File: src/design/qas_pkg.sv
// shared types and character codes for the quoted argument splitter
`default_nettype none

package qas_pkg;

  // character codes
  localparam logic [7:0] ChBackslash = 8'h5C;
  localparam logic [7:0] ChSquote    = 8'h27;
  localparam logic [7:0] ChDquote    = 8'h22;
  localparam logic [7:0] ChNl        = 8'h0A;
  localparam logic [7:0] ChCr        = 8'h0D;
  localparam logic [7:0] ChNul       = 8'h00;
  localparam logic [7:0] ChSpace     = 8'h20;
  localparam logic [7:0] ChTab       = 8'h09;
  localparam logic [7:0] ChVtab      = 8'h0B;
  localparam logic [7:0] ChFormfeed  = 8'h0C;

  // field widths of one result transaction
  localparam int unsigned CharW  = 8;
  localparam int unsigned TokPosW = 11;
  localparam int unsigned TokCntW = 8;

  // one result transaction
  typedef struct packed {
    logic               line_end;
    logic [TokCntW-1:0] token_count;
    logic [TokPosW-1:0] token_position;
    logic               token_start;
    logic [CharW-1:0]   char_out;
  } qas_result_t;

endpackage

`default_nettype wire

File: src/design/qas_in_stage.sv
// input register stage holding one accepted byte
`default_nettype none

module qas_in_stage
  import qas_pkg::*;
(
  input  wire logic             clk_i,
  input  wire logic             rst_ni,
  input  wire logic             in_valid_i,
  output logic                  in_ready_o,
  input  wire logic [CharW-1:0] in_data_i,
  input  wire logic             advance_i,
  output logic                  held_valid_o,
  output logic [CharW-1:0]      held_data_o
);

  logic             valid_q, valid_d;
  logic [CharW-1:0] data_q;

  // free when empty or when the held byte moves on this cycle
  assign in_ready_o = !valid_q || advance_i;

  always_comb begin
    valid_d = valid_q;
    if (in_ready_o) begin
      valid_d = in_valid_i;
    end
  end

  // control state
  always_ff @(posedge clk_i or negedge rst_ni) begin
    if (!rst_ni) begin
      valid_q <= 1'b0;
    end else begin
      valid_q <= valid_d;
    end
  end

  // payload
  always_ff @(posedge clk_i) begin
    if (in_ready_o && in_valid_i) begin
      data_q <= in_data_i;
    end
  end

  assign held_valid_o = valid_q;
  assign held_data_o  = data_q;

endmodule

`default_nettype wire

File: src/design/qas_parse.sv
// quote, escape and token state with the per-byte classification
`default_nettype none

module qas_parse
  import qas_pkg::*;
#(
  parameter int unsigned MAX_TOKENS  = 255,
  parameter int unsigned LINE_LENGTH = 2048
) (
  input  wire logic             clk_i,
  input  wire logic             rst_ni,
  input  wire logic             step_i,
  input  wire logic [CharW-1:0] char_i,
  output qas_result_t           result_o
);

  localparam int unsigned CntW = $clog2(MAX_TOKENS + 1);
  localparam int unsigned PosW = $clog2(LINE_LENGTH);
  localparam logic [CntW-1:0] CntMax = CntW'(MAX_TOKENS);
  localparam logic [PosW-1:0] PosMax = PosW'(LINE_LENGTH - 1);

  logic            squote_q, squote_d;
  logic            dquote_q, dquote_d;
  logic            escape_q, escape_d;
  logic            token_q,  token_d;
  logic [CntW-1:0] cnt_q,    cnt_d;
  logic [PosW-1:0] pos_q,    pos_d;

  logic             is_eol;
  logic             is_blank;
  logic             start;
  logic [CharW-1:0] ch;

  assign is_eol   = (char_i == ChNl) || (char_i == ChCr) || (char_i == ChNul);
  assign is_blank = (char_i == ChSpace) || (char_i == ChTab) ||
                    (char_i == ChVtab) || (char_i == ChFormfeed);

  // next state and reported byte
  always_comb begin
    squote_d = squote_q;
    dquote_d = dquote_q;
    escape_d = escape_q;
    token_d  = token_q;
    cnt_d    = cnt_q;
    pos_d    = (pos_q < PosMax) ? pos_q + PosW'(1) : pos_q;
    start    = 1'b0;
    ch       = char_i;
    priority if (is_eol) begin
      squote_d = 1'b0;
      dquote_d = 1'b0;
      escape_d = 1'b0;
      token_d  = 1'b0;
      cnt_d    = '0;
      pos_d    = '0;
      ch       = '0;
    end else if (char_i == ChBackslash) begin
      escape_d = !escape_q;
    end else if (char_i == ChSquote) begin
      if (!dquote_q && !escape_q) begin
        squote_d = !squote_q;
        ch       = '0;
        token_d  = 1'b0;
      end
    end else if (char_i == ChDquote) begin
      if (!squote_q && !escape_q) begin
        dquote_d = !dquote_q;
        ch       = '0;
        token_d  = 1'b0;
      end
    end else begin
      if (is_blank && !escape_q && !squote_q && !dquote_q) begin
        ch      = '0;
        token_d = 1'b0;
      end else if (!token_q) begin
        start   = 1'b1;
        token_d = 1'b1;
        if (cnt_q < CntMax) begin
          cnt_d = cnt_q + CntW'(1);
        end
      end
      escape_d = 1'b0;
    end
  end

  // state registers, updated once per byte
  always_ff @(posedge clk_i or negedge rst_ni) begin
    if (!rst_ni) begin
      squote_q <= 1'b0;
      dquote_q <= 1'b0;
      escape_q <= 1'b0;
      token_q  <= 1'b0;
      cnt_q    <= '0;
      pos_q    <= '0;
    end else if (step_i) begin
      squote_q <= squote_d;
      dquote_q <= dquote_d;
      escape_q <= escape_d;
      token_q  <= token_d;
      cnt_q    <= cnt_d;
      pos_q    <= pos_d;
    end
  end

  // count reported before the line clears, after any increment otherwise
  always_comb begin
    result_o.char_out       = ch;
    result_o.token_start    = start;
    result_o.token_position = TokPosW'(pos_q);
    result_o.token_count    = is_eol ? TokCntW'(cnt_q) : TokCntW'(cnt_d);
    result_o.line_end       = is_eol;
  end

endmodule

`default_nettype wire

File: src/design/qas_out_stage.sv
// result register facing the output stream
`default_nettype none

module qas_out_stage
  import qas_pkg::*;
(
  input  wire logic        clk_i,
  input  wire logic        rst_ni,
  input  wire logic        held_valid_i,
  input  qas_result_t      result_i,
  output logic             advance_o,
  output logic             out_valid_o,
  input  wire logic        out_ready_i,
  output qas_result_t      out_result_o
);

  logic        valid_q, valid_d;
  qas_result_t result_q;

  // move a byte on when the register is empty or being drained
  assign advance_o = held_valid_i && (!valid_q || out_ready_i);

  always_comb begin
    valid_d = valid_q;
    if (advance_o) begin
      valid_d = 1'b1;
    end else if (out_ready_i) begin
      valid_d = 1'b0;
    end
  end

  // control state
  always_ff @(posedge clk_i or negedge rst_ni) begin
    if (!rst_ni) begin
      valid_q <= 1'b0;
    end else begin
      valid_q <= valid_d;
    end
  end

  // payload
  always_ff @(posedge clk_i) begin
    if (advance_o) begin
      result_q <= result_i;
    end
  end

  assign out_valid_o  = valid_q;
  assign out_result_o = result_q;

endmodule

`default_nettype wire

File: src/design/quoted_argument_splitter_core.sv
// top level of the quoted argument splitter
//
// Splits a text line, one byte per transaction, into shell style
// arguments with single quotes, double quotes and backslash escapes.
// Input stream s_axis: one byte per transaction in s_axis_tdata.
// Output stream m_axis: one result per input byte; tdata carries the
// byte (zero where it became a terminator), the token start mark, the
// byte offset in the line and the running argument count; tlast marks
// the byte that ended the line (newline, carriage return or NUL).
// Each byte passes through the input register, then the parse logic and
// the result register, and its result is offered on m_axis from there.
// Throughput: one byte per cycle while m_axis_tready stays high; the quote,
// escape and token flags are updated between the two registers.
// When the receiver stalls the result register holds its transaction,
// the input register still takes one more byte if empty, and then
// s_axis_tready drops until the result register drains.
// Reset clears all flags, the count and the position and empties both
// registers.
`default_nettype none

module quoted_argument_splitter_core
  import qas_pkg::*;
#(
  parameter int unsigned MAX_TOKENS  = 255,
  parameter int unsigned LINE_LENGTH = 2048
) (
  input  wire logic        clk_i,
  input  wire logic        rst_ni,
  input  wire logic        s_axis_tvalid,
  output logic             s_axis_tready,
  input  wire logic [7:0]  s_axis_tdata,   // [7:0] char_in
  output logic             m_axis_tvalid,
  input  wire logic        m_axis_tready,
  output logic [31:0]      m_axis_tdata,   // [7:0] char_out, [8] token_start,
                                           // [19:9] token_position,
                                           // [27:20] token_count, [31:28] zero
  output logic             m_axis_tlast    // line_end
);

  logic             held_valid;
  logic [CharW-1:0] held_data;
  logic             advance;
  qas_result_t      result;
  qas_result_t      out_result;

  // input register
  qas_in_stage u_in_stage (
    .clk_i        (clk_i),
    .rst_ni       (rst_ni),
    .in_valid_i   (s_axis_tvalid),
    .in_ready_o   (s_axis_tready),
    .in_data_i    (s_axis_tdata),
    .advance_i    (advance),
    .held_valid_o (held_valid),
    .held_data_o  (held_data)
  );

  // per-byte state update
  qas_parse #(
    .MAX_TOKENS  (MAX_TOKENS),
    .LINE_LENGTH (LINE_LENGTH)
  ) u_parse (
    .clk_i    (clk_i),
    .rst_ni   (rst_ni),
    .step_i   (advance),
    .char_i   (held_data),
    .result_o (result)
  );

  // result register
  qas_out_stage u_out_stage (
    .clk_i        (clk_i),
    .rst_ni       (rst_ni),
    .held_valid_i (held_valid),
    .result_i     (result),
    .advance_o    (advance),
    .out_valid_o  (m_axis_tvalid),
    .out_ready_i  (m_axis_tready),
    .out_result_o (out_result)
  );

  // pack the output transaction
  assign m_axis_tdata = {4'b0000, out_result.token_count, out_result.token_position,
                         out_result.token_start, out_result.char_out};
  assign m_axis_tlast = out_result.line_end;

endmodule

`default_nettype wire

File: config.mk
export PLATFORM = sky130hd
export DESIGN_NAME = quoted_argument_splitter_core
export DESIGN_NICKNAME = d
export VERILOG_FILES = /design/src/design/qas_pkg.sv /design/src/design/qas_in_stage.sv /design/src/design/qas_parse.sv /design/src/design/qas_out_stage.sv /design/src/design/quoted_argument_splitter_core.sv
export SDC_FILE = /design/constraint.sdc
export NUM_CORES = 1
export LEC_CHECK = 0
export ABC_CLOCK_PERIOD_IN_PS = 3200
export BUFFER_PORTS_ARGS = -buffer_cell sky130_fd_sc_hd__buf_2
export CAP_MARGIN = 15
export CORE_ASPECT_RATIO = 0.8
export CORE_UTILIZATION = 40
export CTS_CLUSTER_DIAMETER = 150
export CTS_CLUSTER_SIZE = 30
export DETAILED_ROUTE_END_ITERATION = 10
export PLACE_DENSITY_LB_ADDON = 0.25
export SLEW_MARGIN = 20
export SYNTH_ARGS = -nofsm -noshare
export SYNTH_HDL_FRONTEND = slang
export SYNTH_SLANG_ARGS = --single-unit
File: constraint.sdc
create_clock -name clk_i -period 3.2 [get_ports clk_i]
set_input_delay 0.16 -clock clk_i [delete_from_list [all_inputs] [get_ports clk_i]]
set_output_delay 0.16 -clock clk_i [all_outputs]
set_load 0.01 [all_outputs]
Word-level counts from Yosys, hierarchy flattened
Cells that the tools add are included.
- flip-flop bits (word level): 62
- bits in latches: 0
- bits in writable memories: 0
- bits in read-only memories: 0
- input port bits: 12
- memories kept: 0
- $add $sub $neg: 2
- multipliers: 0
- div/mod/pow operators: 0
- order comparisons: 2
- eq/ne operators: 15
- shift-type cells: 0
- muxes and demuxes: 39
- bitwise logic cells: 0
- reductions and logical operators: 32
- operator list (operator ; count):
    two-way mux 8 bit ; 14
    equality test 8 x 4 -> 1 bit (second input constant) ; 5
    equality test 8 x 6 -> 1 bit (second input constant) ; 3
    two-way mux 1 bit ; 23
    two-way mux 11 bit ; 2
    nonzero test 2 bit ; 6
    adder 11 x 1 -> 11 bit (second input constant) ; 1
    less-than comparator 11 bit (second input constant) ; 1
    adder 8 x 1 -> 8 bit (second input constant) ; 1
    equality test 8 x 7 -> 1 bit (second input constant) ; 1
    logical NOT 8 bit ; 1
    less-than comparator 8 bit (second input constant) ; 1
    AND reduction 4 bit ; 2
    logical AND 1 bit ; 7
    logical OR 1 bit ; 7
    != test 3 x 1 -> 1 bit (second input constant) ; 2
    logical NOT 1 bit ; 5
    AND reduction 5 bit ; 1
    OR reduction 5 bit ; 1
    != test 2 x 1 -> 1 bit (second input constant) ; 2
    != test 4 x 2 -> 1 bit (second input constant) ; 1
    != test 3 x 2 -> 1 bit (second input constant) ; 1
    AND reduction 3 bit ; 1
    AND reduction 2 bit ; 1

Logic depth before layout (Yosys ltp)
Gate-level depths: netlist (run 1).
- word-level depth: 13
- depth in mapped cells: 7
- gate-level depth less buffers: 6

Hierarchy
Synthesis (run 1) repeated with hierarchy kept, for this count alone.
- cells, all modules: 252
- area total of the unflattened synthesis: 2897.8 um^2
- modules (own cells, without submodules) (module ; instances ; cells each ; area each (um^2)):
    qas_parse ; 1 ; 202 ; 1655.3
    qas_out_stage ; 1 ; 33 ; 914.6
    qas_in_stage ; 1 ; 12 ; 294.0
    quoted_argument_splitter_core ; 1 ; 5 ; 33.8

Worst setup path before layout (run 1)
No wires, ideal clock.
- path type: reg-to-reg
- start: reg u_in_stage.data_q[0], in the netlist u_in_stage.held_data_o[0]
- end: reg u_out_stage.result_q, in the netlist u_out_stage.out_result_o[21] (data pin)
- library setup time: 260 ps
- arrival time: 2093 ps
- required time: 2940 ps
- path slack: 847 ps
- stages on the path, launching flop included: 8
- path buffers: 2
- period minus slack after synthesis: 2353 ps
- cells stage by stage: edfxtp_1 or4_1 a311o_1 buf_6 and3_4 and2_4 buf_6 mux2_4
- RTL lines (item ; RTL line ; source):
    start: declaration ; qas_in_stage.sv:18 ; logic [CharW-1:0] data_q;
    start signal: assignment ; qas_in_stage.sv:42 ; data_q <= in_data_i;
    end signal: assignment ; qas_out_stage.sv:44 ; result_q <= result_i;
    end: declaration ; qas_out_stage.sv:18 ; qas_result_t result_q;

==> flow_metrics.env, run 1 <==
export IMPL_pd_cells_nw_per_um2=602
export IMPL_core_area_sq_um=6960
export IMPL_routed_wire_length_per_instance_microns=14.8
export IMPL_max_freq_ghz=0.428
export IMPL_detail_route_drc_violations=0
export IMPL_dpl_hpwl_mm=3.91
export IMPL_drive_gt1_share_pct=23.7
export IMPL_p_sw_mw=0.602
export IMPL_htree_levels=3
export IMPL_overall_die_area_sq_um=7620
export IMPL_cp_end_kind="register"
export IMPL_max_slew_margin_pct=35.3
export IMPL_io_pin_count=47
export IMPL_antenna_found_initial=0
export IMPL_final_estimated_routing_congestion_in_global_placement=0.878
export IMPL_most_common_library_cell_in_the_layout_ignoring_fill_and_taps="sky130_fd_sc_hd__buf_2"
export IMPL_cap_viol_max_count=0
export IMPL_ys_async_rst_share_pct=40.3
export IMPL_grt_pass1_vias=2001
export IMPL_cts_tree="built"
export IMPL_cp_data_required_time_ps=3300
export IMPL_unrepaired_setup_endpoints_after_global_routing="no"
export IMPL_floorplan_die_width_microns=97.3
export IMPL_yosysSeqAreaShare_pct=59.7
export IMPL_final_cell_count_no_fill=391
export IMPL_worst_r2r_setup_slack_ps=860
export IMPL_tightest_slew_ps=956
export IMPL_portBuffers=42
export IMPL_number_of_flops_mapped_to_enable_cells_by_yosys=37
export IMPL_tritoncts_num_sinks=62
export IMPL_number_of_standard_cell_rows_in_the_floorplan=27
export IMPL_first_pass_iters=4
export IMPL_synthesis_area_per_instance_sq_um=12.0
export IMPL_cp_top_family="simple AND/OR/NAND/NOR gates"
export IMPL_drt_first_iter_violations=91
export IMPL_fin_crit_sh_pct=73.0
export IMPL_dominantRegCellSynth="sky130_fd_sc_hd__edfxtp_1"
export IMPL_hold_violation_total_from_the_final_report=0
export IMPL_post_synthesis_instance_area_sq_um=2910
export IMPL_vias_per_cell=5.49
export IMPL_setup_violations=0
export IMPL_stdcell_area_sq_um=3450
export IMPL_synth_ff_latch_count=62
export IMPL_syn_to_final_growth_pct=18.7
export IMPL_total_track_usage_pct=16.7
export IMPL_globalRoute_totalOverflow=0
export IMPL_power_switching_share_pct=28.9
export IMPL_fin_tns_setup_ps=0
export IMPL_synth_warnings=0
export IMPL_detail_route_antenna_nets=0
export IMPL_run_status="completed"
export IMPL_drv_slew=0
export IMPL_critical_path_class="reg2reg"
export IMPL_share_comb_of_total_power_pct=17.3
export IMPL_cp_buffers_inverters=0
export IMPL_hold_path_class="in2reg"
export IMPL_pin_count_of_the_biggest_net_entering_global_routing=26
export IMPL_worstSkewPairLatency_ps=340
export IMPL_finalWirelength_mm=5.78
export IMPL_ctsLongestPathBuffers=2
export IMPL_slowest_stage="sky130_fd_sc_hd__or4_1"
export IMPL_cp_max_fo=9
export IMPL_placed_cell_area_sq_um=3200
export IMPL_worstPathArrival_ps=2430
export IMPL_timing_critical_path_cells="or4_1 -> a311o_1 -> and3_4 -> and2_4 -> mux2_4"
export IMPL_layout_min_cycle_time_ps=2340
export IMPL_die_height_microns=78.3
export IMPL_cts_reportedPaths_clkPinSlew_ps=70
export IMPL_yosysUniqueCellTypes=56
export IMPL_power_leakage_nw=1.41
export IMPL_placedCellCount=366
export IMPL_initial_standard_cell_utilization_of_the_core_pct=41.8
export IMPL_mostFrequentLayoutCells="42 x sky130_fd_sc_hd__buf_2, 37 x sky130_fd_sc_hd__edfxtp_1, 25 x sky130_fd_sc_hd__dfrtp_1"
export IMPL_clock_skew_final_ps=6.98
export IMPL_finish_net_count=313
export IMPL_critPathMaxStageDelay_ps=530
export IMPL_critical_path_startpoint_type="register"
export IMPL_antenna_cells_inserted=0
export IMPL_layout_filler_cells=644
export IMPL_final_worst_hold_slack_ps=16.9
export IMPL_cts_buffers_inserted=9
export IMPL_vias=2145
export IMPL_grt_first_pass_wirelength_mm=9.83
export IMPL_power_internal_mw=1.48
export IMPL_clock_tree_root_cell="sky130_fd_sc_hd__clkbuf_8"
export IMPL_p_seq_share_pct=54.1
export IMPL_postLayoutCoreUtil_pct=49.6
export IMPL_netlist_instances=242
export IMPL_clock_power_share_pct=28.6
export IMPL_max_vdd_ir_drop_mv=0.198
[final timing paths]
kind                                           start                      endpoint  cells past startpoint
max                        u_in_stage.held_data_o[0]  u_out_stage.out_result_o[21]                      5
min                                    s_axis_tvalid       u_in_stage.held_valid_o                      2
max reg2reg                u_in_stage.held_data_o[0]  u_out_stage.out_result_o[21]                      5
min reg2reg                u_in_stage.held_data_o[4]   u_out_stage.out_result_o[4]                      0
max in group asynchronous                     rst_ni              u_parse.pos_q[7]                      2
min in group asynchronous                     rst_ni              u_parse.pos_q[8]                      2
[registers in the layout (all words and copies together), names as in the netlist]
signal,count
u_parse.dquote_q,1
u_out_stage.out_result_o,29
u_parse.token_q,1
u_parse.pos_q,11
u_parse.escape_q,1
u_in_stage.held_data_o,8
u_in_stage.held_valid_o,1
u_out_stage.out_valid_o,1
u_parse.squote_q,1
u_parse.cnt_q,8
[synth_stat cells (5+ instances only)]
library cell / instances / share of area, %
sky130_fd_sc_hd__a21oi_1: 7 / 1.2
sky130_fd_sc_hd__a31oi_1: 6 / 1.3
sky130_fd_sc_hd__and2_1: 6 / 1.3
sky130_fd_sc_hd__and3_1: 11 / 2.4
sky130_fd_sc_hd__clkbuf_1: 5 / 0.65
sky130_fd_sc_hd__dfrtp_1: 25 / 22
sky130_fd_sc_hd__edfxtp_1: 37 / 38
sky130_fd_sc_hd__nand2_1: 14 / 1.8
sky130_fd_sc_hd__nand3_1: 9 / 1.5
sky130_fd_sc_hd__nand4_1: 8 / 1.7
sky130_fd_sc_hd__nor2_1: 18 / 2.3
sky130_fd_sc_hd__o21ai_0: 6 / 1.0
[per-layer routing]
| metal | share of wire (%) | track usage, % |
|---|---|---|
| met1 | 49 | 22.2 |
| met2 | 44 | 25.4 |
| met3 | 5.5 | 4.81 |
| met4 | 1.6 | 7.94 |
| met5 | 0 | 0 |
[worst reg2reg max path: cells and delay by family (launching register included)]
family,cells,cell delay (ps)
flip-flops,1,500
multiplexers,1,290
AO/OA/AOI/OAI,1,400
AND/OR/NAND/NOR,3,910
[power by group through the flow]
stage	Combinational, mW	Clock, mW	Sequential (mW)
2_1_floorplan	0.227	0	1.14
3_3_place_gp	0.347	0	1.14
3_5_place_dp	0.352	0	1.14
4_1_cts	0.363	0.609	1.13
5_1_grt	0.403	0.650	1.15
6_report	0.359	0.594	1.13
[cell type report]
| class | instances | area [sq um] | share of cell area, % |
|---|---|---|---|
| inverters | 4 | 15.0 | 0.435 |
| well taps | 87 | 109 | 3.15 |
| clock inverters | 4 | 22.5 | 0.652 |
| clock buffers | 12 | 145 | 4.20 |
| multi-input cells | 166 | 1090 | 31.5 |
| flip-flops and latches | 62 | 1740 | 50.3 |
| repair buffers | 56 | 338 | 9.78 |
[through the flow]
stage / setup WS (ps) / total power [mW]
3_5_place_dp: 877 / 1.49
3_3_place_gp: 863 / 1.48
6_report: 863 / 2.08
2_1_floorplan: 847 / 1.37
4_1_cts: 867 / 2.10
5_1_grt: 783 / 2.20
[timing repair]
item                                   CTS  global route
buffers inserted                         0             0
gates resized for setup                  0             0
setup endpoints to repair                0             0
endpoints found under the hold margin   33             0
hold buffers                             9             0
[logic make-up (layout without fill, tap and decap cells)]
| kind of cell | count (synthesis) | in the layout | synth area share (%) |
|---|---|---|---|
| muxes | 4 | 4 | 1.63 |
| and+or+nand+nor | 101 | 101 | 19.9 |
| AOI/OAI and AO/OA | 47 | 47 | 12.1 |
| other | 1 | 4 | 0.129 |
| adders and majority gates | 2 | 2 | 0.860 |
| buffers and inverters | 17 | 76 | 3.31 |
| xor gates and xnor gates | 8 | 8 | 2.41 |
| DFF | 62 | 62 | 59.7 |
Note: power is estimated with default switching activity, not from simulation.
==> inputs of run 2 (changes only) <==
--- a/config.mk
+++ b/config.mk
@@ -5,7 +5,7 @@
 export SDC_FILE = /design/constraint.sdc
 export NUM_CORES = 1
 export LEC_CHECK = 0
-export ABC_CLOCK_PERIOD_IN_PS = 3200
+export ABC_CLOCK_PERIOD_IN_PS = 2300
 export BUFFER_PORTS_ARGS = -buffer_cell sky130_fd_sc_hd__buf_2
 export CAP_MARGIN = 15
 export CORE_ASPECT_RATIO = 0.8
==> constraint.sdc (replaced) <==
create_clock -name clk_i -period 2.3 [get_ports clk_i]
set_input_delay 0.115 -clock clk_i [delete_from_list [all_inputs] [get_ports clk_i]]
set_output_delay 0.115 -clock clk_i [all_outputs]
set_load 0.01 [all_outputs]
==> flow_metrics.env, run 2 (synthesized netlist as in run 1, its figures left out) <==
export IMPL_run_status="completed"
export IMPL_p_seq_share_pct=51.5
export IMPL_fin_crit_sh_pct=99.7
export IMPL_postLayoutCoreUtil_pct=52.2
export IMPL_fin_ws_ps=8.03
export IMPL_preCtsSetupSlack_ps=22.6
export IMPL_tritoncts_num_sinks=62
export IMPL_die_height_microns=78.3
export IMPL_vias=2209
export IMPL_clock_tree_root_cell="sky130_fd_sc_hd__clkbuf_8"
export IMPL_grt_pass1_vias=1941
export IMPL_r2r_end="u_out_stage.out_result_o[21]"
export IMPL_design_power_total_mw=3.05
export IMPL_cp_buffers_inverters=0
export IMPL_layout_min_cycle_time_ps=2290
export IMPL_setup_violations=0
export IMPL_clock_skew_final_ps=8.41
export IMPL_unrepaired_setup_endpoints_after_global_routing="yes"
export IMPL_largest_register_ff_count=29
export IMPL_total_track_usage_pct=16.3
export IMPL_drive_gt1_share_pct=27.6
export IMPL_r2r_start="u_in_stage.held_data_o[2]"
export IMPL_share_comb_of_total_power_pct=17.3
export IMPL_pd_cells_nw_per_um2=840
export IMPL_detail_route_antenna_nets=0
export IMPL_worstSkewPairLatency_ps=340
export IMPL_tightest_slew_ps=631
export IMPL_power_internal_mw=2.22
export IMPL_hold_violation_total_from_the_final_report=0
export IMPL_power_leakage_nw=1.50
export IMPL_critical_path_startpoint_type="register"
export IMPL_io_pin_count=47
export IMPL_cp_end_kind="register"
export IMPL_critical_path_class="reg2reg"
export IMPL_routed_wire_length_per_instance_microns=14.8
export IMPL_cts_reportedPaths_clkPinSlew_ps=60
export IMPL_cap_viol_max_count=0
export IMPL_critPathMaxStageDelay_ps=530
export IMPL_htree_levels=3
export IMPL_hold_start="m_axis_tready"
export IMPL_antenna_cells_inserted=0
export IMPL_floorplan_die_width_microns=97.3
export IMPL_cp_data_required_time_ps=2380
export IMPL_vias_per_cell=5.44
export IMPL_mostFrequentLayoutCells="42 x sky130_fd_sc_hd__buf_2, 37 x sky130_fd_sc_hd__edfxtp_1, 25 x sky130_fd_sc_hd__dfrtp_1"
export IMPL_most_common_library_cell_in_the_layout_ignoring_fill_and_taps="sky130_fd_sc_hd__buf_2"
export IMPL_syn_to_final_growth_pct=24.8
export IMPL_worst_r2r_setup_slack_ps=8
export IMPL_cp_top_family="simple AND/OR/NAND/NOR gates"
export IMPL_timing_hold_worst_path_depth=3
export IMPL_drt_first_iter_violations=128
export IMPL_finalWirelength_mm=6.03
export IMPL_core_area_sq_um=6960
export IMPL_globalRoute_totalOverflow=0
export IMPL_p_sw_mw=0.830
export IMPL_cts_buffers_inserted=9
export IMPL_worstRegToRegCells=5
export IMPL_max_freq_ghz=0.436
export IMPL_layout_filler_cells=634
export IMPL_first_pass_iters=4
export IMPL_power_switching_share_pct=27.2
export IMPL_hold_path_class="in2reg"
export IMPL_hold_end="u_in_stage.held_valid_o"
export IMPL_detail_route_drc_violations=0
export IMPL_portBuffers=42
export IMPL_max_slew_margin_pct=58.0
export IMPL_slowest_stage="sky130_fd_sc_hd__or4bb_1"
export IMPL_timing_critical_path_cells="or4bb_1 -> a311o_1 -> and3_4 -> and2_4 -> mux2_4"
export IMPL_cts_tree="built"
export IMPL_antenna_found_initial=0
export IMPL_number_of_standard_cell_rows_in_the_floorplan=27
export IMPL_overall_die_area_sq_um=7620
export IMPL_grt_first_pass_wirelength_mm=9.52
export IMPL_max_vdd_ir_drop_mv=0.391
export IMPL_finish_net_count=328
export IMPL_drv_slew=0
export IMPL_cp_max_fo=8
export IMPL_worstPathArrival_ps=2380
export IMPL_clock_power_share_pct=31.1
export IMPL_final_estimated_routing_congestion_in_global_placement=0.823
export IMPL_pin_count_of_the_biggest_net_entering_global_routing=26
export IMPL_dpl_hpwl_mm=4.01
export IMPL_final_worst_hold_slack_ps=85.7
export IMPL_initial_standard_cell_utilization_of_the_core_pct=41.8
export IMPL_ctsLongestPathBuffers=2
## run 2: per-layer routing
metal  vias to the layer above  track usage [%]  part of all wire [%]  routed length (microns)
met5                         -                0                     0                        0
li1                       1060                -                     -                        -
met2                        75             23.9                    44                     2650
met1                      1070             22.3                    50                     2990
met4                         0             5.88                  0.91                       55
met3                         4             5.70                   5.4                      323
## run 2: timing repair
action / CTS / global route
gates resized for setup: 0 / 8
endpoints found under the hold margin: 34 / 0
setup buffers: 0 / 3
setup endpoints to repair: 0 / 23
hold buffers: 10 / 0
## run 2: worst register-to-register path: stages (launching register included)
cell	delay, ps
sky130_fd_sc_hd__edfxtp_1	470
sky130_fd_sc_hd__or4bb_1	530
sky130_fd_sc_hd__a311o_1	370
sky130_fd_sc_hd__and3_4	190
sky130_fd_sc_hd__and2_4	180
sky130_fd_sc_hd__mux2_4	290
## run 2: per-stage QoR
stage / cell area (sq um) / cells / TNS [ps]
3_3_place_gp: 3280 / 377 / 0
5_1_grt: 3630 / 406 / -37.9
2_1_floorplan: 2920 / 245 / -39.4
6_report: 3630 / 406 / 0
3_5_place_dp: 3280 / 377 / 0
4_1_cts: 3570 / 403 / 0
## run 2: area by class of cell
class                   instances  area (sq um)  share of cell area [%]
clock buffers                  15           166                    4.58
clock inverters                 1          30.0                   0.827
repair buffers                 71           454                    12.5
well taps                      87           109                    3.00
inverters                       4          15.0                   0.414
flip-flops and latches         62          1740                    47.8
multi-input cells             166          1120                    30.8
## run 2: how the worst max path moves through the flow
| stage | cells after the start | start | end | slack (ps) |
|---|---|---|---|---|
| after global placement | 5 | u_in_stage.held_data_o[4] | u_out_stage.out_result_o[0] | 50 |
| final | 5 | u_in_stage.held_data_o[2] | u_out_stage.out_result_o[21] | 8 |
| after CTS | 5 | u_in_stage.held_data_o[4] | u_out_stage.out_result_o[1] | 8 |
| after floorplan | 7 | u_in_stage.held_data_o[2] | u_out_stage.out_result_o[21] | -40 |
| after global routing | 5 | u_in_stage.held_data_o[2] | u_out_stage.out_result_o[21] | -40 |
| after detailed placement | 5 | u_in_stage.held_data_o[4] | u_out_stage.out_result_o[1] | 20 |
## run 2: power groups by stage
stage               registers (mW)  logic [mW]  clock network, mW
global placement              1.58       0.500                  0
global route                  1.60       0.586               1.02
finish                        1.57       0.529              0.949
CTS                           1.57       0.523              0.979
floorplan                     1.59       0.316                  0
detailed placement            1.59       0.509                  0
